File: src/design/isp_pkg.sv
// ----------------------------------------------------------------------------
// isp_pkg
// Shared types, constants and the digit decoder of the integer string parser.
// ----------------------------------------------------------------------------
`default_nettype none

package isp_pkg;

	// data path widths
	localparam int ACC_WIDTH   = 32;
	localparam int VALUE_WIDTH = 32;
	localparam int CHAR_WIDTH  = 8;
	localparam int BASE_WIDTH  = 5;
	localparam int DIGIT_WIDTH = 4;

	// configuration port
	localparam int ADDR_WIDTH = 3;
	localparam int DATA_WIDTH = 32;
	localparam logic [ADDR_WIDTH-1:0] ADDR_FORCED_BASE = 3'd0;
	localparam logic [ADDR_WIDTH-1:0] ADDR_SIGNED_MODE = 3'd4;

	// register reset values
	localparam logic [BASE_WIDTH-1:0] FORCED_BASE_RESET = 5'd0;
	localparam logic                  SIGNED_MODE_RESET = 1'b1;

	// bases
	localparam logic [BASE_WIDTH-1:0] BASE_AUTO = 5'd0;
	localparam logic [BASE_WIDTH-1:0] BASE_BIN  = 5'd2;
	localparam logic [BASE_WIDTH-1:0] BASE_OCT  = 5'd8;
	localparam logic [BASE_WIDTH-1:0] BASE_DEC  = 5'd10;
	localparam logic [BASE_WIDTH-1:0] BASE_HEX  = 5'd16;

	// characters
	localparam logic [CHAR_WIDTH-1:0] CH_NUL   = 8'h00;
	localparam logic [CHAR_WIDTH-1:0] CH_MINUS = 8'h2d;
	localparam logic [CHAR_WIDTH-1:0] CH_0     = 8'h30;
	localparam logic [CHAR_WIDTH-1:0] CH_1     = 8'h31;
	localparam logic [CHAR_WIDTH-1:0] CH_7     = 8'h37;
	localparam logic [CHAR_WIDTH-1:0] CH_9     = 8'h39;
	localparam logic [CHAR_WIDTH-1:0] CH_UA    = 8'h41;
	localparam logic [CHAR_WIDTH-1:0] CH_UF    = 8'h46;
	localparam logic [CHAR_WIDTH-1:0] CH_UB    = 8'h42;
	localparam logic [CHAR_WIDTH-1:0] CH_UX    = 8'h58;
	localparam logic [CHAR_WIDTH-1:0] CH_LA    = 8'h61;
	localparam logic [CHAR_WIDTH-1:0] CH_LF    = 8'h66;
	localparam logic [CHAR_WIDTH-1:0] CH_LB    = 8'h62;
	localparam logic [CHAR_WIDTH-1:0] CH_LX    = 8'h78;
	localparam logic [CHAR_WIDTH-1:0] CASE_MASK = 8'hdf;

	// parse phase within one string
	typedef enum logic [2:0] {
		PH_START,
		PH_SIGNED,
		PH_ZERO,
		PH_DIGITS,
		PH_STOPPED
	} phase_t;

	// configuration seen by the parser
	typedef struct packed {
		logic [BASE_WIDTH-1:0] forced_base;
		logic                  signed_mode;
	} cfg_t;

	// digit decode result
	typedef struct packed {
		logic                   valid;
		logic [DIGIT_WIDTH-1:0] value;
	} digit_t;

	// value of character c as a digit of base b
	function automatic digit_t digit_of(input logic [CHAR_WIDTH-1:0] c,
			input logic [BASE_WIDTH-1:0] b);
		digit_t                d;
		logic                  is_dec;
		logic                  is_alpha;
		logic [CHAR_WIDTH-1:0] up;
		logic [CHAR_WIDTH-1:0] dv;
		logic [CHAR_WIDTH-1:0] av;
		is_dec   = (c >= CH_0) && (c <= CH_9);
		is_alpha = ((c >= CH_LA) && (c <= CH_LF)) || ((c >= CH_UA) && (c <= CH_UF));
		up       = c & CASE_MASK;
		dv       = c - CH_0;
		av       = up - CH_UA + 8'd10;
		d.valid  = 1'b0;
		d.value  = dv[DIGIT_WIDTH-1:0];
		case (b)
			BASE_BIN: d.valid = (c >= CH_0) && (c <= CH_1);
			BASE_OCT: d.valid = (c >= CH_0) && (c <= CH_7);
			BASE_DEC: d.valid = is_dec;
			BASE_HEX: begin
				d.valid = is_dec || is_alpha;
				if (!is_dec) begin
					d.value = av[DIGIT_WIDTH-1:0];
				end
			end
			default: d.valid = 1'b0;
		endcase
		return d;
	endfunction

endpackage

`default_nettype wire

File: src/design/isp_cfg.sv
// ----------------------------------------------------------------------------
// isp_cfg
// Configuration registers behind the APB-style port.
// ----------------------------------------------------------------------------
`default_nettype none

module isp_cfg
	import isp_pkg::*;
(
	input  wire logic                  clk,
	input  wire logic                  arst_n,
	input  wire logic                  psel,
	input  wire logic                  penable,
	input  wire logic                  pwrite,
	input  wire logic [ADDR_WIDTH-1:0] paddr,
	input  wire logic [DATA_WIDTH-1:0] pwdata,
	output logic      [DATA_WIDTH-1:0] prdata,
	output logic                       pready,
	output cfg_t                       cfg
);

	logic [BASE_WIDTH-1:0] forced_base_q;
	logic                  signed_mode_q;
	logic                  wr_en;

	assign pready = 1'b1;
	assign wr_en  = psel && penable && pwrite;

	// register writes
	always_ff @(posedge clk or negedge arst_n) begin
		if (!arst_n) begin
			forced_base_q <= FORCED_BASE_RESET;
			signed_mode_q <= SIGNED_MODE_RESET;
		end else if (wr_en) begin
			if (paddr == ADDR_FORCED_BASE) begin
				forced_base_q <= pwdata[BASE_WIDTH-1:0];
			end
			if (paddr == ADDR_SIGNED_MODE) begin
				signed_mode_q <= pwdata[0];
			end
		end
	end

	// read back
	always_comb begin
		case (paddr)
			ADDR_FORCED_BASE: prdata = {{(DATA_WIDTH-BASE_WIDTH){1'b0}}, forced_base_q};
			ADDR_SIGNED_MODE: prdata = {{(DATA_WIDTH-1){1'b0}}, signed_mode_q};
			default:          prdata = '0;
		endcase
	end

	assign cfg.forced_base = forced_base_q;
	assign cfg.signed_mode = signed_mode_q;

endmodule

`default_nettype wire

File: src/design/isp_core.sv
// ----------------------------------------------------------------------------
// isp_core
// Per-string parse state and the one-character update step.
// ----------------------------------------------------------------------------
`default_nettype none

module isp_core
	import isp_pkg::*;
(
	input  wire logic                   clk,
	input  wire logic                   arst_n,
	input  wire logic                   step,
	input  wire logic [CHAR_WIDTH-1:0]  char_s1,
	input  wire cfg_t                   cfg,
	output logic      [VALUE_WIDTH-1:0] result
);

	phase_t                phase_q, phase_d;
	logic [BASE_WIDTH-1:0] base_q, base_d;
	logic [ACC_WIDTH-1:0]  acc_q, acc_d;
	logic                  neg_q, neg_d;

	logic                  do_take;
	logic [BASE_WIDTH-1:0] take_base;
	digit_t                dig;
	logic [ACC_WIDTH-1:0]  acc_scaled;
	logic [ACC_WIDTH-1:0]  acc_neg;
	logic                  is_end;

	assign is_end = (char_s1 == CH_NUL);

	// choose the base for this character and whether it is taken as a digit
	always_comb begin
		phase_d   = phase_q;
		base_d    = base_q;
		neg_d     = neg_q;
		do_take   = 1'b0;
		take_base = base_q;
		case (phase_q)
			PH_START, PH_SIGNED: begin
				if ((phase_q == PH_START) && cfg.signed_mode && (char_s1 == CH_MINUS)) begin
					neg_d   = 1'b1;
					phase_d = PH_SIGNED;
				end else if (cfg.forced_base != BASE_AUTO) begin
					take_base = cfg.forced_base;
					do_take   = 1'b1;
				end else if (char_s1 == CH_0) begin
					phase_d = PH_ZERO;
				end else begin
					take_base = BASE_DEC;
					do_take   = 1'b1;
				end
			end
			PH_ZERO: begin
				if ((char_s1 == CH_LB) || (char_s1 == CH_UB)) begin
					base_d  = BASE_BIN;
					phase_d = PH_DIGITS;
				end else if ((char_s1 == CH_LX) || (char_s1 == CH_UX)) begin
					base_d  = BASE_HEX;
					phase_d = PH_DIGITS;
				end else begin
					take_base = BASE_OCT;
					do_take   = 1'b1;
				end
			end
			PH_DIGITS: do_take = 1'b1;
			default:   phase_d = PH_STOPPED;
		endcase
		if (do_take) begin
			base_d  = take_base;
			phase_d = dig.valid ? PH_DIGITS : PH_STOPPED;
		end
	end

	// digit decode and shift-add multiply by the base
	always_comb begin
		dig = digit_of(char_s1, take_base);
		case (take_base)
			BASE_BIN: acc_scaled = acc_q << 1;
			BASE_OCT: acc_scaled = acc_q << 3;
			BASE_DEC: acc_scaled = (acc_q << 3) + (acc_q << 1);
			BASE_HEX: acc_scaled = acc_q << 4;
			default:  acc_scaled = acc_q;
		endcase
		if (do_take && dig.valid) begin
			acc_d = acc_scaled + {{(ACC_WIDTH-DIGIT_WIDTH){1'b0}}, dig.value};
		end else begin
			acc_d = acc_q;
		end
	end

	// result for the string ending now
	assign acc_neg = '0 - acc_q;
	assign result  = neg_q ? acc_neg[VALUE_WIDTH-1:0] : acc_q[VALUE_WIDTH-1:0];

	// state registers, cleared at end of string
	always_ff @(posedge clk or negedge arst_n) begin
		if (!arst_n) begin
			phase_q <= PH_START;
			base_q  <= BASE_DEC;
			acc_q   <= '0;
			neg_q   <= 1'b0;
		end else if (step) begin
			if (is_end) begin
				phase_q <= PH_START;
				base_q  <= BASE_DEC;
				acc_q   <= '0;
				neg_q   <= 1'b0;
			end else begin
				phase_q <= phase_d;
				base_q  <= base_d;
				acc_q   <= acc_d;
				neg_q   <= neg_d;
			end
		end
	end

endmodule

`default_nettype wire

File: src/design/integer_string_parser.sv
// ----------------------------------------------------------------------------
// integer_string_parser
// C-style integer string parser, one character byte per item.
// ----------------------------------------------------------------------------
// Usage:
//   Input channel (in_valid, in_stall, char_in) carries one character per
//   item; a NUL byte ends the string. Output channel (out_valid, out_stall,
//   value) carries one 32-bit result per string, produced by the NUL item.
//   Non-NUL items produce no output.
//   A NUL passes the input register and, once the output register is free,
//   its result is loaded into the output register and shows on value.
//   Throughput: one character per cycle, set by the single input register
//   and the one-step shift-add update of the accumulator, but for a stalled NUL.
//   When the receiver stalls, the result holds in the output register and
//   characters keep flowing; only a NUL meeting a full, stalled output
//   register stalls the input, and then in_stall follows out_stall.
//   Reset (arst_n low) clears the parse state and both registers: the block
//   starts at the beginning of a string, forced_base 0, signed_mode 1.
//   Registers: forced_base at byte address 0, signed_mode at 4; write only
//   while no string is in flight.
// ----------------------------------------------------------------------------
`default_nettype none

module integer_string_parser
	import isp_pkg::*;
(
	input  wire logic                   clk,
	input  wire logic                   arst_n,
	input  wire logic                   in_valid,
	output logic                        in_stall,
	input  wire logic [CHAR_WIDTH-1:0]  char_in,
	output logic                        out_valid,
	input  wire logic                   out_stall,
	output logic      [VALUE_WIDTH-1:0] value,
	input  wire logic                   psel,
	input  wire logic                   penable,
	input  wire logic                   pwrite,
	input  wire logic [ADDR_WIDTH-1:0]  paddr,
	input  wire logic [DATA_WIDTH-1:0]  pwdata,
	output logic      [DATA_WIDTH-1:0]  prdata,
	output logic                        pready
);

	cfg_t                   cfg;
	logic                   valid_s1;
	logic [CHAR_WIDTH-1:0]  char_s1;
	logic                   out_valid_q;
	logic [VALUE_WIDTH-1:0] value_q;
	logic [VALUE_WIDTH-1:0] result;
	logic                   out_free;
	logic                   s1_fire;
	logic                   in_accept;

	isp_cfg u_cfg (
		.clk     (clk),
		.arst_n  (arst_n),
		.psel    (psel),
		.penable (penable),
		.pwrite  (pwrite),
		.paddr   (paddr),
		.pwdata  (pwdata),
		.prdata  (prdata),
		.pready  (pready),
		.cfg     (cfg)
	);

	isp_core u_core (
		.clk     (clk),
		.arst_n  (arst_n),
		.step    (s1_fire),
		.char_s1 (char_s1),
		.cfg     (cfg),
		.result  (result)
	);

	// flow control: only a NUL needs room in the output register
	assign out_free  = !out_valid_q || !out_stall;
	assign s1_fire   = valid_s1 && ((char_s1 != CH_NUL) || out_free);
	assign in_stall  = valid_s1 && !s1_fire;
	assign in_accept = in_valid && !in_stall;

	// input register
	always_ff @(posedge clk or negedge arst_n) begin
		if (!arst_n) begin
			valid_s1 <= 1'b0;
		end else if (in_accept) begin
			valid_s1 <= 1'b1;
		end else if (s1_fire) begin
			valid_s1 <= 1'b0;
		end
	end

	always_ff @(posedge clk) begin
		if (in_accept) begin
			char_s1 <= char_in;
		end
	end

	// output register
	always_ff @(posedge clk or negedge arst_n) begin
		if (!arst_n) begin
			out_valid_q <= 1'b0;
		end else if (s1_fire && (char_s1 == CH_NUL)) begin
			out_valid_q <= 1'b1;
		end else if (!out_stall) begin
			out_valid_q <= 1'b0;
		end
	end

	always_ff @(posedge clk) begin
		if (s1_fire && (char_s1 == CH_NUL)) begin
			value_q <= result;
		end
	end

	assign out_valid = out_valid_q;
	assign value     = value_q;

endmodule

`default_nettype wire

File: config.mk
export PLATFORM = sky130hd
export DESIGN_NAME = integer_string_parser
export DESIGN_NICKNAME = d
export VERILOG_FILES = /design/src/design/isp_pkg.sv /design/src/design/isp_cfg.sv /design/src/design/isp_core.sv /design/src/design/integer_string_parser.sv
export SDC_FILE = /design/constraint.sdc
export NUM_CORES = 1
export LEC_CHECK = 0
export BUFFER_PORTS_ARGS = -buffer_cell sky130_fd_sc_hd__clkbuf_2
export CAP_MARGIN = 15
export CELL_PAD_IN_SITES_DETAIL_PLACEMENT = 1
export CELL_PAD_IN_SITES_GLOBAL_PLACEMENT = 1
export CORE_MARGIN = 1.5
export CORE_UTILIZATION = 40
export CTS_CLUSTER_SIZE = 14
export DETAILED_ROUTE_END_ITERATION = 8
export PLACE_DENSITY_LB_ADDON = 0.08
export SYNTH_ARGS = -nofsm -noshare
export SYNTH_HDL_FRONTEND = slang
export SYNTH_SLANG_ARGS = --single-unit
export TNS_END_PERCENT = 5
File: constraint.sdc
create_clock -name clk -period 5.7 [get_ports clk]
set_input_delay 0.57 -clock clk [delete_from_list [all_inputs] [get_ports clk]]
set_output_delay 0.57 -clock clk [all_outputs]
set_load 0.03 [all_outputs]
==> results.json, run 1 <==
{
  "stdcell_count": 1257,
  "ys.warnings.count": 0,
  "routed_wl_mm": 25.4,
  "worstSetupStartpointType": "flop",
  "avgSynthCellArea_um2": 8.54,
  "coreArea_um2": 20100,
  "cts_tree": "done",
  "routabilityCongestion": 0.862,
  "ctsHoldBuffers": 0,
  "holdWs_ns": 0.332,
  "internal_power_mw": 1.79,
  "antenna_found_initial": 0,
  "hold_class": "input port to async pin",
  "start_util_pct": 40.5,
  "grt_remaining_overflow": 0,
  "synth_edf_count": 40,
  "finalSetupTns_ns": 0,
  "critPathMaxFanout": 9,
  "drv_cap": 0,
  "fin_util_pct": 44.2,
  "place_hpwl_mm": 18.4,
  "fin_skew_ns": 0.0121,
  "ant_nets": 0,
  "fin_area_um2": 8890,
  "syn2layout_area_growth_pct": 9.19,
  "numCtsBuffers": 9,
  "setup-violations-final": 0,
  "ys_types": 90,
  "grt_pass1_wl_mm": 40.6,
  "num_rows": 52,
  "final_common_cell": "nand3_1",
  "num-nets-final": 1071,
  "die_area_um2": 21200,
  "reg2reg_depth": 20,
  "power_density_nw_per_um2": 411,
  "r2r_setup_slack_ns": 0.60,
  "async_reset_ff_share_pct": 55.1,
  "syn_area_um2": 8140,
  "worstMarginPinSlew_ns": 0.978,
  "port_buffers": 61,
  "place_area_um2": 8580,
  "p_seq_share_pct": 24.3,
  "outcome": "finished clean",
  "cts_resized": 0,
  "yosysTopAreaCell": "edfxtp_1",
  "startpoint": "char_s1[0]$_DFFE_PP_",
  "die_h_um": 146,
  "postCtsSetupRepairBufs": 0,
  "grt_max_degree": 50,
  "post-route-min-period_ns": 5.10,
  "clkTransAtPathRegs_ns": 0.07,
  "final_cell_mix": "nand3_1, nand2_1, o21ai_0",
  "pin_count": 117,
  "ys_seq_elements": 89,
  "num_antenna_cells": 0,
  "wire_per_inst_um": 20.2,
  "fmax_mhz": 196,
  "slew_viol_final": 0,
  "dr_total_vias": 7444,
  "period_share_pct": 89.4,
  "vias_per_cell": 5.92,
  "grt_pass1_vias": 7310,
  "worstSetupEndpointType": "flop",
  "clockBufferDepth": 2,
  "switchingPower_mw": 1.87,
  "dp.cells": 1240,
  "setup.worst_path.end": "u_core.acc_q[17]$_DFFE_PN0P_",
  "cts-root-buf": "clkbuf_16",
  "clk_latency_ns": 0.36,
  "grt_usage_pct": 24.1,
  "firstDrtPassIters": 5,
  "syn_inst": 954,
  "synth_top_area_share_pct": 14.7,
  "p_comb_share_pct": 58.7,
  "sw_frac_of_total_pct": 51.2,
  "required_ns": 5.93,
  "rr_endpoint": "u_core.acc_q[17]$_DFFE_PN0P_",
  "drc_errors": 0,
  "drive_gt1_share_pct": 15.2,
  "ir_drop_mv": 0.230,
  "clockPowerShare_pct": 17.0,
  "rsz0062_at_grt": "false",
  "die_w_um": 146,
  "h-tree-depth": 3,
  "drt_iter0_drc": 550,
  "slew_headroom_pct": 34.2,
  "crit_type": "flop to flop",
  "crit_arrival_ns": 5.33,
  "finalHoldViolCount": 0,
  "r2r_start": "char_s1[0]$_DFFE_PP_",
  "clock-sinks": 89,
  "p_leak_nw": 3.50,
  "yosysSeqAreaShare_pct": 29.9,
  "synth_area_leaders": "edfxtp_1, dfrtp_1, xnor2_1",
  "synth_flop_cell": "dfrtp_1"
}
critical path, cell delays in order, from the launching register on:
cell and delay, ns:
edfxtp_1 0.43, inv_1 0.15, ha_1 0.23, nand2b_1 0.14, or4_1 0.53, o32ai_1 0.33, nor2_2 0.09, nor2_1 0.47
o21ai_0 0.36, nand2_1 0.14, o21ai_0 0.19, ha_1 0.34, a21o_1 0.16, a21oi_1 0.24, inv_1 0.07, a21oi_1 0.48
nor4_4 0.05, buf_4 0.21, nand3_1 0.11, xor2_1 0.15, o21ai_1 0.07
cell usage after synthesis (all sizes together) (12+ instances only):
| cell | number |
|---|---|
| a21oi | 54 |
| edfxtp | 40 |
| nor2 | 44 |
| nand2 | 75 |
| nand4 | 14 |
| o21ai | 85 |
| a21o | 17 |
| nand3 | 77 |
| o31ai | 16 |
| ha | 37 |
| buf | 51 |
| nor4 | 19 |
| xor2 | 20 |
| clkbuf | 46 |
| nor3 | 22 |
| xnor2 | 63 |
| inv | 28 |
| or3 | 12 |
| dfrtp | 46 |
logic make-up (layout without fill, tap and decap cells):
group	Yosys count	count (layout)	synth area share, %
DFF	89	89	29.9
xor gates and xnor gates	83	83	8.93
adders and majority gates	39	39	6.18
other	2	28	0.0922
muxes	9	9	1.23
AOI/OAI and AO/OA	285	285	24.1
and+or+nand+nor	322	322	21.8
buffers and inverters	125	132	7.76
worst min-delay path by stage:
stage,from,to,slack (ns),cells after the start
finish,arst_n,u_core.acc_q[31]$_DFFE_PN0P_,0.33,2
global route,char_in[1],char_s1[1]$_DFFE_PP_,0.38,1
CTS,arst_n,u_core.acc_q[31]$_DFFE_PN0P_,0.36,2
detailed placement,u_core.base_q[0]$_DFFE_PN0P_,u_core.base_q[0]$_DFFE_PN0P_,0.49,1
global placement,u_core.base_q[0]$_DFFE_PN0P_,u_core.base_q[0]$_DFFE_PN0P_,0.49,1
floorplan,arst_n,out_valid$_DFFE_PN0P_,0.27,0
area by class of cell:
class	count	area, um^2
flip-flops and latches	89	2430
fillers	2439	11200
well taps	270	338
clock buffers	11	243
inverters	28	105
multi-input cells	766	5190
clock inverters	5	56.3
repair buffers	88	528
stage by stage:
step | setup WS (ns) | total power [mW]
final | 0.604 | 3.65
after global routing | 0.0402 | 3.89
after CTS | 0.590 | 3.66
after detailed placement | 0.638 | 3.02
after global placement | 0.731 | 3.00
after floorplan | 1.33 | 2.39
routing by layer:
layer  wire length (um)  vias to the layer above  track usage [%]
met5                  0                        -                0
met4                417                        0             7.19
met3                899                       21             2.35
met2              11800                      151             38.5
met1              12300                     3706             34.6
li1                   -                     3566                -
sequential cells by signal (all words and copies together), names as in the netlist:
register	flops
out_valid	1
u_cfg.signed_mode_q	1
u_cfg.forced_base_q	5
u_core.base_q	5
char_s1	8
u_core.phase_q	3
valid_s1	1
u_core.neg_q	1
u_core.acc_q	32
value	32
power by group through the flow:
stage | logic (mW) | registers, mW | clock network, mW
after floorplan | 1.58 | 0.814 | 0
after global placement | 2.10 | 0.901 | 0
after detailed placement | 2.12 | 0.903 | 0
after CTS | 2.13 | 0.889 | 0.639
after global routing | 2.34 | 0.900 | 0.655
final | 2.14 | 0.888 | 0.622
(Power assumes the default switching activity.)
==> inputs of run 2 (changes only) <==
--- a/config.mk
+++ b/config.mk
@@ -13,8 +13,8 @@
 export CORE_UTILIZATION = 40
 export CTS_CLUSTER_SIZE = 14
 export DETAILED_ROUTE_END_ITERATION = 8
-export PLACE_DENSITY_LB_ADDON = 0.08
+export PLACE_DENSITY_LB_ADDON = 0.1
 export SYNTH_ARGS = -nofsm -noshare
 export SYNTH_HDL_FRONTEND = slang
 export SYNTH_SLANG_ARGS = --single-unit
-export TNS_END_PERCENT = 5
+export TNS_END_PERCENT = 10
==> constraint.sdc (replaced) <==
create_clock -name clk -period 4.95 [get_ports clk]
set_input_delay 0.495 -clock clk [delete_from_list [all_inputs] [get_ports clk]]
set_output_delay 0.495 -clock clk [all_outputs]
set_load 0.03 [all_outputs]
==> results.json, run 2 (same netlist as run 1, synthesis figures left out) <==
{
  "outcome": "finished clean",
  "required_ns": 5.22,
  "coreArea_um2": 20100,
  "slew_headroom_pct": 22.7,
  "slowest_delay_ns": 0.53,
  "start_util_pct": 40.5,
  "clock-sinks": 89,
  "path_cells": "inv_1, ha_1, nand2b_1, or4_1, o32a_1, nand2_2, nand4_2, buf_4, nand2_1, buf_4, o21ai_0, ha_1, a21oi_1, or3_4, nor4b_2, mux2_1, o21ai_1",
  "antenna_found_initial": 0,
  "final_common_cell": "nand3_1",
  "h-tree-depth": 3,
  "drc_errors": 0,
  "die_w_um": 146,
  "grt_max_degree": 65,
  "worstMarginPinSlew_ns": 1.16,
  "vias_per_cell": 5.84,
  "ff_latch_area_um2": 2430,
  "cp_slowest_cell": "or4_1",
  "cts-root-buf": "clkbuf_16",
  "preCtsSetupSlack_ns": 0.247,
  "wire_per_inst_um": 19.9,
  "drt_iter0_drc": 435,
  "grt_remaining_overflow": 0,
  "routabilityCongestion": 0.858,
  "die_h_um": 146,
  "port_buffers": 61,
  "dp.cells": 1269,
  "drive_gt1_share_pct": 17.8,
  "drv_cap": 0,
  "setup-violations-final": 0,
  "worstSetupEndpointType": "flop",
  "r2r_setup_slack_ns": 0.35,
  "holdWs_ns": 0.268,
  "power_density_nw_per_um2": 474,
  "p_leak_nw": 3.63,
  "die_area_um2": 21200,
  "n_fill_cell": 2423,
  "rr_endpoint": "u_core.acc_q[14]$_DFFE_PN0P_",
  "num-nets-final": 1100,
  "clockBufferDepth": 2,
  "clk_latency_ns": 0.35,
  "crit_arrival_ns": 4.87,
  "clkTransAtPathRegs_ns": 0.07,
  "finalWorstSetupSlack_ns": 0.351,
  "reg2reg_depth": 17,
  "cts_tree": "done",
  "grt_usage_pct": 24.3,
  "grt_pass1_wl_mm": 41.0,
  "firstDrtPassIters": 5,
  "fmax_mhz": 217,
  "period_share_pct": 92.9,
  "num_rows": 52,
  "r2r_start": "char_s1[0]$_DFFE_PP_",
  "finalHoldViolCount": 0,
  "final_cell_mix": "nand3_1, nand2_1, o21ai_0",
  "place_hpwl_mm": 19.3,
  "post-route-min-period_ns": 4.60,
  "ir_drop_mv": 0.345,
  "hold_class": "input port to async pin",
  "critPathMaxFanout": 12,
  "crit_buf_inv": 3,
  "ant_nets": 0,
  "num_antenna_cells": 0,
  "rsz0062_at_grt": "true",
  "cp_top_family": "simple AND/OR/NAND/NOR gates",
  "fin_skew_ns": 0.0150,
  "pin_count": 117,
  "grt_pass1_vias": 7368,
  "slew_viol_final": 0,
  "stdcell_count": 1286,
  "postCtsSetupRepairBufs": 0,
  "worstSetupStartpointType": "flop",
  "routed_wl_mm": 25.6,
  "syn2layout_area_growth_pct": 12.0,
  "dr_total_vias": 7512,
  "multi_input_area_um2": 5230,
  "numCtsBuffers": 9,
  "crit_type": "flop to flop"
}
## run 2: cell count changes in the layout (fill, tap and decap cells not counted), sizes merged
cell    previous run  this run
buf               27        56
clkbuf            72        75
clkinv             3         1
bufinv             1         0
## run 2: worst max-delay path by stage
stage	startpoint	endpoint	slack (ns)	cells past startpoint
6_report	char_s1[0]$_DFFE_PP_	u_core.acc_q[14]$_DFFE_PN0P_	0.35	17
5_1_grt	char_s1[0]$_DFFE_PP_	u_core.acc_q[18]$_DFFE_PN0P_	-0.001	19
4_1_cts	char_s1[0]$_DFFE_PP_	u_core.acc_q[23]$_DFFE_PN0P_	0.19	21
3_5_place_dp	char_s1[0]$_DFFE_PP_	u_core.acc_q[18]$_DFFE_PN0P_	0.25	19
3_3_place_gp	char_s1[0]$_DFFE_PP_	u_core.acc_q[17]$_DFFE_PN0P_	0.29	21
2_1_floorplan	char_s1[0]$_DFFE_PP_	u_core.acc_q[14]$_DFFE_PN0P_	0.58	18
## run 2: final cells by class
| type | instances | share of cell area, % |
|---|---|---|
| multi-input cells | 766 | 57.3 |
| inverters | 28 | 1.15 |
| clock buffers | 14 | 3.02 |
| flip-flops and latches | 89 | 26.7 |
| repair buffers | 117 | 8.04 |
| well taps | 270 | 3.70 |
| clock inverters | 2 | 0.123 |
## run 2: report_power, final
group / internal, mW / switching [mW]
Clock: 0.384 / 0.291
Combinational: 0.906 / 1.77
Sequential: 0.865 / 0.113
## run 2: metal layers
layer,wire length [um],track usage [%]
met5,0,0
met4,531,7.60
met3,966,3.51
met2,11900,38.9
met1,12200,34.0
## run 2: per-stage QoR
step / utilization, % / setup TNS [ns] / total power [mW] / instance area [um^2]
after floorplan: - / 0 / 2.75 / 8240
after global placement: 43.7 / 0 / 3.58 / 8780
after detailed placement: 43.7 / 0 / 3.61 / 8780
after CTS: 45.1 / 0 / 4.31 / 9070
after global routing: 45.4 / -0.00131 / 4.61 / 9120
final: 45.4 / 0 / 4.33 / 9120
## run 2: repair_timing
| action | in CTS | in global routing |
|---|---|---|
| endpoints found under the setup margin | 0 | 24 |
| hold buffers | 0 | 0 |
| gates resized for setup | 0 | 8 |
| hold endpoints to repair | 0 | 0 |
